$ cat config.mk
export PLATFORM = sky130hd
export DESIGN_NAME = wcs_ram
export DESIGN_NICKNAME = d
export VERILOG_FILES = /design/src/rtl/wedge_count_edge_sampler_top_macros.svh /design/src/rtl/wcs_ram.sv
export SDC_FILE = /design/constraint.sdc
export NUM_CORES = 1
export LEC_CHECK = 0
export ABC_AREA = 0
export BUFFER_PORTS_ARGS = -buffer_cell sky130_fd_sc_hd__buf_2
export CORE_MARGIN = 8
export CORE_UTILIZATION = 47
export DETAILED_ROUTE_END_ITERATION = 8
export GPL_TIMING_DRIVEN = 0
export PLACE_DENSITY = 0.67
export RECOVER_POWER = 100
export SLEW_MARGIN = 10
export SYNTH_ARGS = -nofsm -noshare
export SYNTH_HDL_FRONTEND = slang
export SYNTH_SLANG_ARGS = --single-unit
$ cat constraint.sdc
create_clock -name clk -period 1.45 [get_ports clk]
set_input_delay 0 -clock clk [delete_from_list [all_inputs] [get_ports clk]]
set_output_delay 0 -clock clk [all_outputs]
set_load 0.02 [all_outputs]
$ cat src/rtl/wedge_count_edge_sampler_top_macros.svh
// Assertion helpers shared by the RTL. They expect clk and rst_n in scope.
`ifndef WEDGE_COUNT_EDGE_SAMPLER_TOP_MACROS_SVH
`define WEDGE_COUNT_EDGE_SAMPLER_TOP_MACROS_SVH

// The consequent must hold in the same cycle as the antecedent.
`define WCS_ASSERT_NOW(label, ante, cons, msg) \
  label: assert property (@(posedge clk) disable iff (!rst_n) (ante) |-> (cons)) \
    else $error(msg);

// The consequent must hold in the cycle after the antecedent.
`define WCS_ASSERT_NEXT(label, ante, cons, msg) \
  label: assert property (@(posedge clk) disable iff (!rst_n) (ante) |=> (cons)) \
    else $error(msg);

`endif

$ cat src/rtl/wcs_ram.sv
module wcs_ram #(
  parameter int WIDTH = 8,
  parameter int DEPTH = 16
) (
  input  logic                     clk,
  input  logic                     we,
  input  logic [$clog2(DEPTH)-1:0] waddr,
  input  logic [WIDTH-1:0]         wdata,
  input  logic [$clog2(DEPTH)-1:0] raddr0,
  input  logic [$clog2(DEPTH)-1:0] raddr1,
  output logic [WIDTH-1:0]         rdata0,
  output logic [WIDTH-1:0]         rdata1
);

  logic [WIDTH-1:0] mem [DEPTH];

  always_ff @(posedge clk) begin
    if (we) begin
      mem[waddr] <= wdata;
    end
    rdata0 <= mem[raddr0];
    rdata1 <= mem[raddr1];
  end

endmodule

==> flow_summary.yaml <==
outcome:
  status: "complete, no violations"
drt:
  vias: 3511
  vias_per_cell: 6.27
  drt-initial-drc-count: 398
  antenna_left: 0
  drt_pass1_iterations: 5
  drc: 0
  wl_mm: 15.3
  wire_per_inst_um: 27.3
yosys:
  synth_edf_count: 128
  synth.area.top_cells: "edfxtp_1, mux4_2, mux4_1"
  yosys_warnings: 0
  synth_commonest_cells: "edfxtp_1, mux4_2, a22oi_1"
  syn_inst: 307
  seq_area_frac_synth_pct: 65.6
  synth_cell_types: 20
  netlist_area_um2: 6350
  ys_ff_latch: 144
  synth_ff_type: "edfxtp_1"
  synth_top_area_share_pct: 60.6
  synth_nets: 329
  syn_area_per_cell_um2: 20.7
  yosysMostFrequentCell: "edfxtp_1"
  synth_area_leader_cell: "edfxtp_1"
  async_flop_share_pct: 0
critical_path:
  reg2reg_slack_ns: 0.01
  r2r_start: "mem[2][0]"
  worstPathArrival_ns: 1.73
  worst-endpoint-required_ns: 1.74
  crit_fanout: 2
  critPathLaunchType: "register"
  reg2reg_depth: 3
  critical_path.startpoint: "mem[2][0]"
  endpoint_kind: "register"
  crit_type: "register to register"
  r2r-end: "rdata0[0]"
cts:
  clockBufferDepth: 2
  htreeDepth: 4
  cts_setup_buffers: 0
  cts_tree: "built"
  path_clk_slew_ns: 0.06
  clk_root_buffer_cell: "clkbuf_16"
  insertion_delay_ns: 0.42
  cts_sinks: 144
  numCtsBuffers: 17
grt:
  met3_usage_pct: 4.34
  grt_use_met1_pct: 21.3
  grt_overflow_total: 0
  met2_usage_pct: 29.9
  grt_max_degree: 17
  grt_pass1_vias: 3804
  antenna_found_initial: 0
  grtUsageTotal_pct: 18.0
  grt_pass1_wl_mm: 22.7
  grt-busiest-layer: "met2"
sta:
  hold_violations: 0
  finalSetupTns_ns: 0
  clock_skew_ns: 0.0124
  max_slew_margin_pct: 30.7
  timing.fmax_mhz: 695
  min_period_ns: 1.44
  setup_violations: 0
  fin_ws_ns: 0.0111
  worstMarginPinSlew_ns: 1.04
  drv_slew: 0
  min_period_over_period_pct: 99.2
  rsz0062_at_grt: "true"
worst_hold_path:
  hp-class: "primary input to register"
  hold_path.startpoint: "waddr[1]"
  hold_end: "mem[4][5]"
  whs_path_depth: 2
placed_design:
  place_congestion: 0.780
  dp_cells: 520
  port_buffers: 35
  dp.final_hpwl_mm: 10.0
  dp_worst_setup_slack_ns: -0.368
power:
  power-per-cell-area_nw_per_um2: 1350
  p_leak_nw: 2.50
  ir_drop_mv: 0.770
floorplanning:
  die-width_um: 132
  rows: 42
  initial_core_util_pct: 47.9
  core_area_um2: 13200
  dieHeight_um: 132
  dieArea_um2: 17500
  pin_count: 38
final_layout:
  antenna_cells: 0
  post-route-util_pct: 56.5
  n_fill_cell: 1020
  area_growth_pct: 17.8
  final_cells: 560
  final_nets: 393
  drive_above_1_share_pct: 28.4
flow_run:
  max_cap_viol_count: 0
## cells in the final DEF (no fill, tap or decap), types with 4 or more instances in the layout
cell             netlist  layout
a22oi_1               32      25
clkbuf_1               0      28
bufinv_16              0       4
nand2_1               17      17
mux4_1                28      27
dlygate4sd3_1          0       8
clkbuf_16              0      17
a22oi_2                0       7
clkdlybuf4s25_2        6       6
nor2_1                14      12
buf_2                  6      16
buf_6                  6       6
edfxtp_1             128     128
mux4_2                34      35
dfxtp_1               16      16
## report_power, final
part           switching [mW]  total (mW)  internal (mW)
clock network            1.60        4.60           3.00
registers              0.0442        4.69           4.65
logic                   0.463       0.797          0.333
## logic make-up after synthesis
logic type             after synthesis  synth area share [%]
AOI/OAI and AO/OA                   32                  3.79
muxes                               64                  24.4
DFF                                144                  65.6
buffers and inverters               20                  2.72
and+or+nand+nor                     47                  3.43
## registers in the layout, indices dropped and copies added, names as in the netlist
signal and flops:
rdata1 8, rdata0 8, mem 128
## layer usage
| layer | routed length (um) | vias up |
|---|---|---|
| met1 | 6140 | 1827 |
| met5 | 0 | - |
| li1 | - | 1475 |
| met2 | 7670 | 171 |
| met3 | 934 | 38 |
| met4 | 537 | 0 |
## area by class of cell
type	count	area (um^2)	area share, %
Tap cell	176	220	2.95
Multi-Input combinational cell	143	2060	27.5
Clock buffer	21	470	6.29
Sequential cell	144	4160	55.7
Clock inverter	11	161	2.16
Buffer	20	173	2.31
Timing Repair Buffer	45	231	3.10
## metrics by stage
stage	area (um^2)	hold WS, ns	power, mW
2_1_floorplan	6350	0.0989	5.25
3_3_place_gp	6750	0.383	5.53
3_5_place_dp	6780	0.393	5.56
4_1_cts	7490	0.0153	10.1
5_1_grt	7480	0.0736	10.3
6_report	7480	0.0568	10.1
## worst max path at each step
stage	depth (start not counted)	slack (ns)	endpoint
floorplan	3	0.15	rdata0[0]
global placement	3	-0.48	mem[8][1]
detailed placement	3	-0.37	mem[2][3]
CTS	3	0.001	rdata1[4]
global route	3	-0.04	rdata0[0]
finish	3	0.01	rdata0[0]
## worst max-delay path, cell delays in order, from the launching register on
cell and delay, ns:
edfxtp_1 0.39, mux4_4 0.64, a22oi_2 0.19, nand2_1 0.09
## what timing repair did
action | in CTS | in global routing
hold buffers | 8 | 0
resized for setup | 1 | 9
setup endpoints to repair | 1 | 15
endpoints found under the hold margin | 128 | 0
pin swaps | 1 | 1
No activity file was read; power rests on OpenSTA's default activity.
