**config.mk**
```make
export PLATFORM = sky130hd
export DESIGN_NAME = wcs_mul
export DESIGN_NICKNAME = d
export VERILOG_FILES = /design/src/rtl/wedge_count_edge_sampler_top_macros.svh /design/src/rtl/wcs_pkg.sv /design/src/rtl/wcs_mul.sv
export SDC_FILE = /design/constraint.sdc
export NUM_CORES = 2
export LEC_CHECK = 0
export ABC_AREA = 1
export CAP_MARGIN = 10
export CELL_PAD_IN_SITES_DETAIL_PLACEMENT = 0
export CELL_PAD_IN_SITES_GLOBAL_PLACEMENT = 1
export CORE_ASPECT_RATIO = 0.7
export CORE_MARGIN = 2
export CORE_UTILIZATION = 46
export CTS_CLUSTER_SIZE = 10
export DETAILED_ROUTE_END_ITERATION = 6
export DONT_BUFFER_PORTS = 1
export PLACE_DENSITY = 0.78
export SETUP_SLACK_MARGIN = 0.4
export SLEW_MARGIN = 20
export SYNTH_ARGS = -nofsm -noshare
export SYNTH_HDL_FRONTEND = slang
export SYNTH_SLANG_ARGS = --single-unit
```
**constraint.sdc**
```tcl
create_clock -name clk -period 7.6 [get_ports clk]
set_input_delay 1.52 -clock clk [delete_from_list [all_inputs] [get_ports clk]]
set_output_delay 1.52 -clock clk [all_outputs]
set_load 0.01 [all_outputs]
```
**src/rtl/wedge_count_edge_sampler_top_macros.svh**
```systemverilog
// Assertion helpers shared by the RTL. They expect clk and rst_n in scope.
`ifndef WEDGE_COUNT_EDGE_SAMPLER_TOP_MACROS_SVH
`define WEDGE_COUNT_EDGE_SAMPLER_TOP_MACROS_SVH

// The consequent must hold in the same cycle as the antecedent.
`define WCS_ASSERT_NOW(label, ante, cons, msg) \
  label: assert property (@(posedge clk) disable iff (!rst_n) (ante) |-> (cons)) \
    else $error(msg);

// The consequent must hold in the cycle after the antecedent.
`define WCS_ASSERT_NEXT(label, ante, cons, msg) \
  label: assert property (@(posedge clk) disable iff (!rst_n) (ante) |=> (cons)) \
    else $error(msg);

`endif

```
**src/rtl/wcs_pkg.sv**
```systemverilog
package wcs_pkg;

  localparam int VERTEX_COUNT_DEF = 4096;

  localparam int ID_W     = 12;
  localparam int COIN_W   = 16;
  localparam int PROB_W   = 17;
  localparam int WEIGHT_W = 32;
  localparam int SUM_W    = 40;
  localparam int EST_W    = 64;
  localparam int CNT_W    = 32;
  localparam int FRAC_W   = 16;
  // The vertex sum is multiplied in two halves of this width.
  localparam int HALF_W   = 20;
  localparam int PROD_W   = 57;

  localparam int CFG_IDX_W  = 4;
  localparam int CFG_DATA_W = 32;

  localparam logic [CFG_IDX_W-1:0] CFG_PROB_FRESH      = CFG_IDX_W'(0);
  localparam logic [CFG_IDX_W-1:0] CFG_PROB_TOUCHING   = CFG_IDX_W'(1);
  localparam logic [CFG_IDX_W-1:0] CFG_WEIGHT_FRESH    = CFG_IDX_W'(2);
  localparam logic [CFG_IDX_W-1:0] CFG_WEIGHT_TOUCHING = CFG_IDX_W'(3);

  localparam logic [PROB_W-1:0]   PROB_ONE   = PROB_W'(65536);
  localparam logic [WEIGHT_W-1:0] WEIGHT_ONE = WEIGHT_W'(65536);

  typedef struct packed {
    logic             seen;
    logic [SUM_W-1:0] sum;
  } vtx_entry_t;

  localparam int ENT_W = $bits(vtx_entry_t);

endpackage

```
**src/rtl/wcs_mul.sv**
```systemverilog
module wcs_mul import wcs_pkg::*; (
  input  logic                clk,
  input  logic                rst_n,
  input  logic                start,
  input  logic [WEIGHT_W-1:0] w,
  input  logic [SUM_W-1:0]    s,
  output logic                done,
  output logic [PROD_W-1:0]   prod
);

  localparam int PART_W = WEIGHT_W + HALF_W;

  typedef enum logic [1:0] {M_IDLE, M_HI, M_LO, M_SUM} mstate_t;

  mstate_t             state_r, state_nxt;
  logic [WEIGHT_W-1:0] w_r;
  logic [SUM_W-1:0]    s_r;
  logic [HALF_W-1:0]   mul_b;
  logic [PART_W-1:0]   mul_p;
  logic [PART_W-1:0]   p_hi_r;
  logic [PART_W-1:0]   p_lo_r;
  logic [PROD_W-1:0]   prod_r, prod_nxt;
  logic                done_r;

  // One 32 x 20 multiplier serves the upper and then the lower half of the sum.
  assign mul_b = (state_r == M_HI) ? s_r[SUM_W-1:HALF_W] : s_r[HALF_W-1:0];
  assign mul_p = PART_W'(w_r) * PART_W'(mul_b);

  assign prod_nxt = PROD_W'({p_hi_r, {(HALF_W-FRAC_W){1'b0}}}) + PROD_W'(p_lo_r >> FRAC_W);

  always_comb begin
    state_nxt = state_r;
    case (state_r)
      M_IDLE: begin
        if (start) begin
          state_nxt = M_HI;
        end
      end
      M_HI:    state_nxt = M_LO;
      M_LO:    state_nxt = M_SUM;
      M_SUM:   state_nxt = M_IDLE;
      default: state_nxt = M_IDLE;
    endcase
  end

  always_ff @(posedge clk) begin
    if (!rst_n) begin
      state_r <= M_IDLE;
      done_r  <= 1'b0;
    end else begin
      state_r <= state_nxt;
      done_r  <= (state_r == M_SUM);
    end
    if (state_r == M_IDLE && start) begin
      w_r <= w;
      s_r <= s;
    end
    if (state_r == M_HI) begin
      p_hi_r <= mul_p;
    end
    if (state_r == M_LO) begin
      p_lo_r <= mul_p;
    end
    if (state_r == M_SUM) begin
      prod_r <= prod_nxt;
    end
  end

  assign done = done_r;
  assign prod = prod_r;

endmodule

```
==> results_dict.tcl <==
set metrics [dict create \
    drive_above_1_share_pct 10.6 \
    yosysWarnings 0 \
    relSlewSlack_pct 26.7 \
    synth_async_sr_flop_share_pct 0 \
    max_freq_ghz 0.141 \
    grt_pass1_vias 25305 \
    status "finished clean" \
    path_max_fanout 6 \
    initial_core_util_pct 46.8 \
    finalCritPeriodShare_pct 93.6 \
    crit_cells 25 \
    viasPerCell 5.17 \
    tightestPinTransition_ps 1100 \
    min_path_cells 0 \
    synth-edff-count 217 \
    cp_slowest_cell "fa_2" \
    htreeDepth 1 \
    synth_top_area_share_pct 33.6 \
    startpoint_type "flip-flop" \
    worstPathArrival_ps 7450 \
    drtIter0Drc 2493 \
    root_buffer "clkbuf_16" \
    routedWlPerCell_um 21.4 \
    r2r-start "state_r[1]" \
    rsz0062_at_grt "yes" \
    numCtsBuffers 29 \
    insertion_delay_ps 590 \
    ys_types 44 \
    stdcell_count 4898 \
    syn_inst 3884 \
    cts_tree "done" \
    path_delay_family "adder cells" \
    slowest_delay_ps 630 \
    drtPass1Iterations 6 \
    holdWs_ps 484 \
    path_buf_inv 9 \
    crit_start "state_r[1]" \
    antenna_found_initial 1 \
    vias 25320 \
    finalWirelength_um 105000 \
    hpwl_um 85400 \
    gp_congestion 1.01 \
    port_buffers 0 \
    drcViolationCount 0 \
    cpMostUsedCell "fa_1" \
    grt_pass1_wl_um 157000 \
    die_height_um 225 \
    synthesis.nets 4695 \
    antenna_left 0 \
    nets 4786 \
    cts.clk_slew.worst_paths_ps 60 \
    setup_viol 0 \
    dp.cells 4800 \
    ys_seq_area_share_pct 20.5 \
    worst_setup_path_end_kind "flip-flop" \
    hold_buffers 0 \
    cts_buffer_depth 3 \
    synth_seq_cells 220 \
    path_class "reg -> reg" \
    clock_sinks 220 \
    hold_start "p_lo_r[16]" \
    synthToLayoutAreaGrowth_pct 12.1 \
    grt_max_degree 73 \
    synth_area_leader_cell "fa_1" \
    die_area_mm2 0.0717 \
    finalHoldViolCount 0 \
    period_minus_slack_ps 7120 \
    min_path_type "reg -> reg" \
    die_x_um 319 \
    pre_cts_ws_ps -57.4 \
    reg2regPathDepth 25 \
    grt_overflow 0 \
    avgSynthCellArea_um2 8.24 \
    drv_cap 0 \
    netlist_area_mm2 0.0320 \
    core_mm2 0.0685 \
    required_ps 7940 \
    ioPinCount 133 \
    synth_ff_type "edfxtp_1" \
    finalMaxSlewViolations 0 \
    num_rows 80 \
    globalRouteTotalUtil_pct 29.5 \
    worst_slack_ps 484 \
    synth_area_leaders "fa_1, edfxtp_1, nand2_1, inv_1, ha_1" \
    skew_ps 27.8 \
]
metal layers:
metal / vias up / part of all wire, % / GRT usage [%]
met5: - / 0 / 0
met4: 0 / 2.2 / 6.79
met3: 142 / 14 / 11.0
met2: 1263 / 38 / 39.2
met1: 12332 / 46 / 44.9
li1: 11583 / - / -
cells in the final DEF, fill, tap and decap left out, types with 6 or more instances in the layout:
cell type  instances
nor2_1           422
buf_6             10
o21ai_0           15
nor2_2            26
fa_1             524
ha_1             172
buf_12            15
ha_4              18
nand3_1           87
nor3_1            15
clkinv_1          15
fa_2              13
nand2_4            6
xor2_1            49
or2_1              8
o21ai_2            8
nor3_2             9
or2_2             12
a21oi_1           53
a21oi_2            7
nand3b_1          11
nor2_4             9
clkbuf_16         34
clkbuf_1           9
o21bai_1           8
ha_2               9
nand2_1         1000
inv_2             12
nand2_2           39
nand4_1           22
edfxtp_1         217
inv_1            922
o21ai_4           13
buf_4            124
area by class of cell:
type	instances	area, um2
fill	6616	32600
sequential	220	6580
tap	902	1130
clock buffer	40	787
clock inverter	10	81.3
timing repair buffer	155	1480
timing repair inverter	2	16.3
inverter	961	3680
antenna	2	5.00
multi-input combinational	2606	22100
sequential cells by signal, summed over array words and instances, names as in the netlist:
signal and flops:
w_r 32, s_r 40, p_lo_r 36, done 1, p_hi_r 52, state_r 2
prod 57
cells by family after synthesis:
logic type               share of synthesized area, %
AND/OR/NAND/NOR                                  21.5
buffers and inverters                            12.8
AO/OA/AOI/OAI                                    2.17
adder cells (fa/ha/maj)                          41.4
XOR/XNOR                                         1.64
flip-flops                                       20.5
synthesized netlist by cell type (15+ instances only):
| cell type | number |
|---|---|
| ha_1 | 199 |
| buf_2 | 41 |
| edfxtp_1 | 217 |
| nand3_1 | 89 |
| nor2_1 | 445 |
| nand4_1 | 22 |
| a21oi_1 | 62 |
| nand2_2 | 15 |
| nand2_1 | 1030 |
| nor3_1 | 18 |
| inv_1 | 936 |
| fa_1 | 537 |
| xor2_1 | 55 |
| o21ai_0 | 18 |
| clkbuf_1 | 42 |
worst paths after layout:
kind	slack [ps]	endpoint
min reg2reg	480	prod[0]
min	480	prod[0]
max	480	p_hi_r[26]
max reg2reg	480	p_hi_r[26]
timing repair:
item | in CTS | in global routing
pin swaps | 5 | 53
gates cloned | 1 | 6
gates resized for setup | 31 | 194
buffers inserted | 16 | 23
setup endpoints to repair | 66 | 70
through the flow:
stage	utilization [%]	TNS [ps]	area [um2]
after global placement	49.2	-58.0	33700
after CTS	50.8	0	34800
after detailed placement	49.2	-306	33700
after global routing	52.4	0	35900
after floorplan	-	0	32000
final	52.4	0	35900
Power is left out: the tool's default activity adds up to more than one toggle a clock period on the data nets, which glitch-free logic cannot reach.
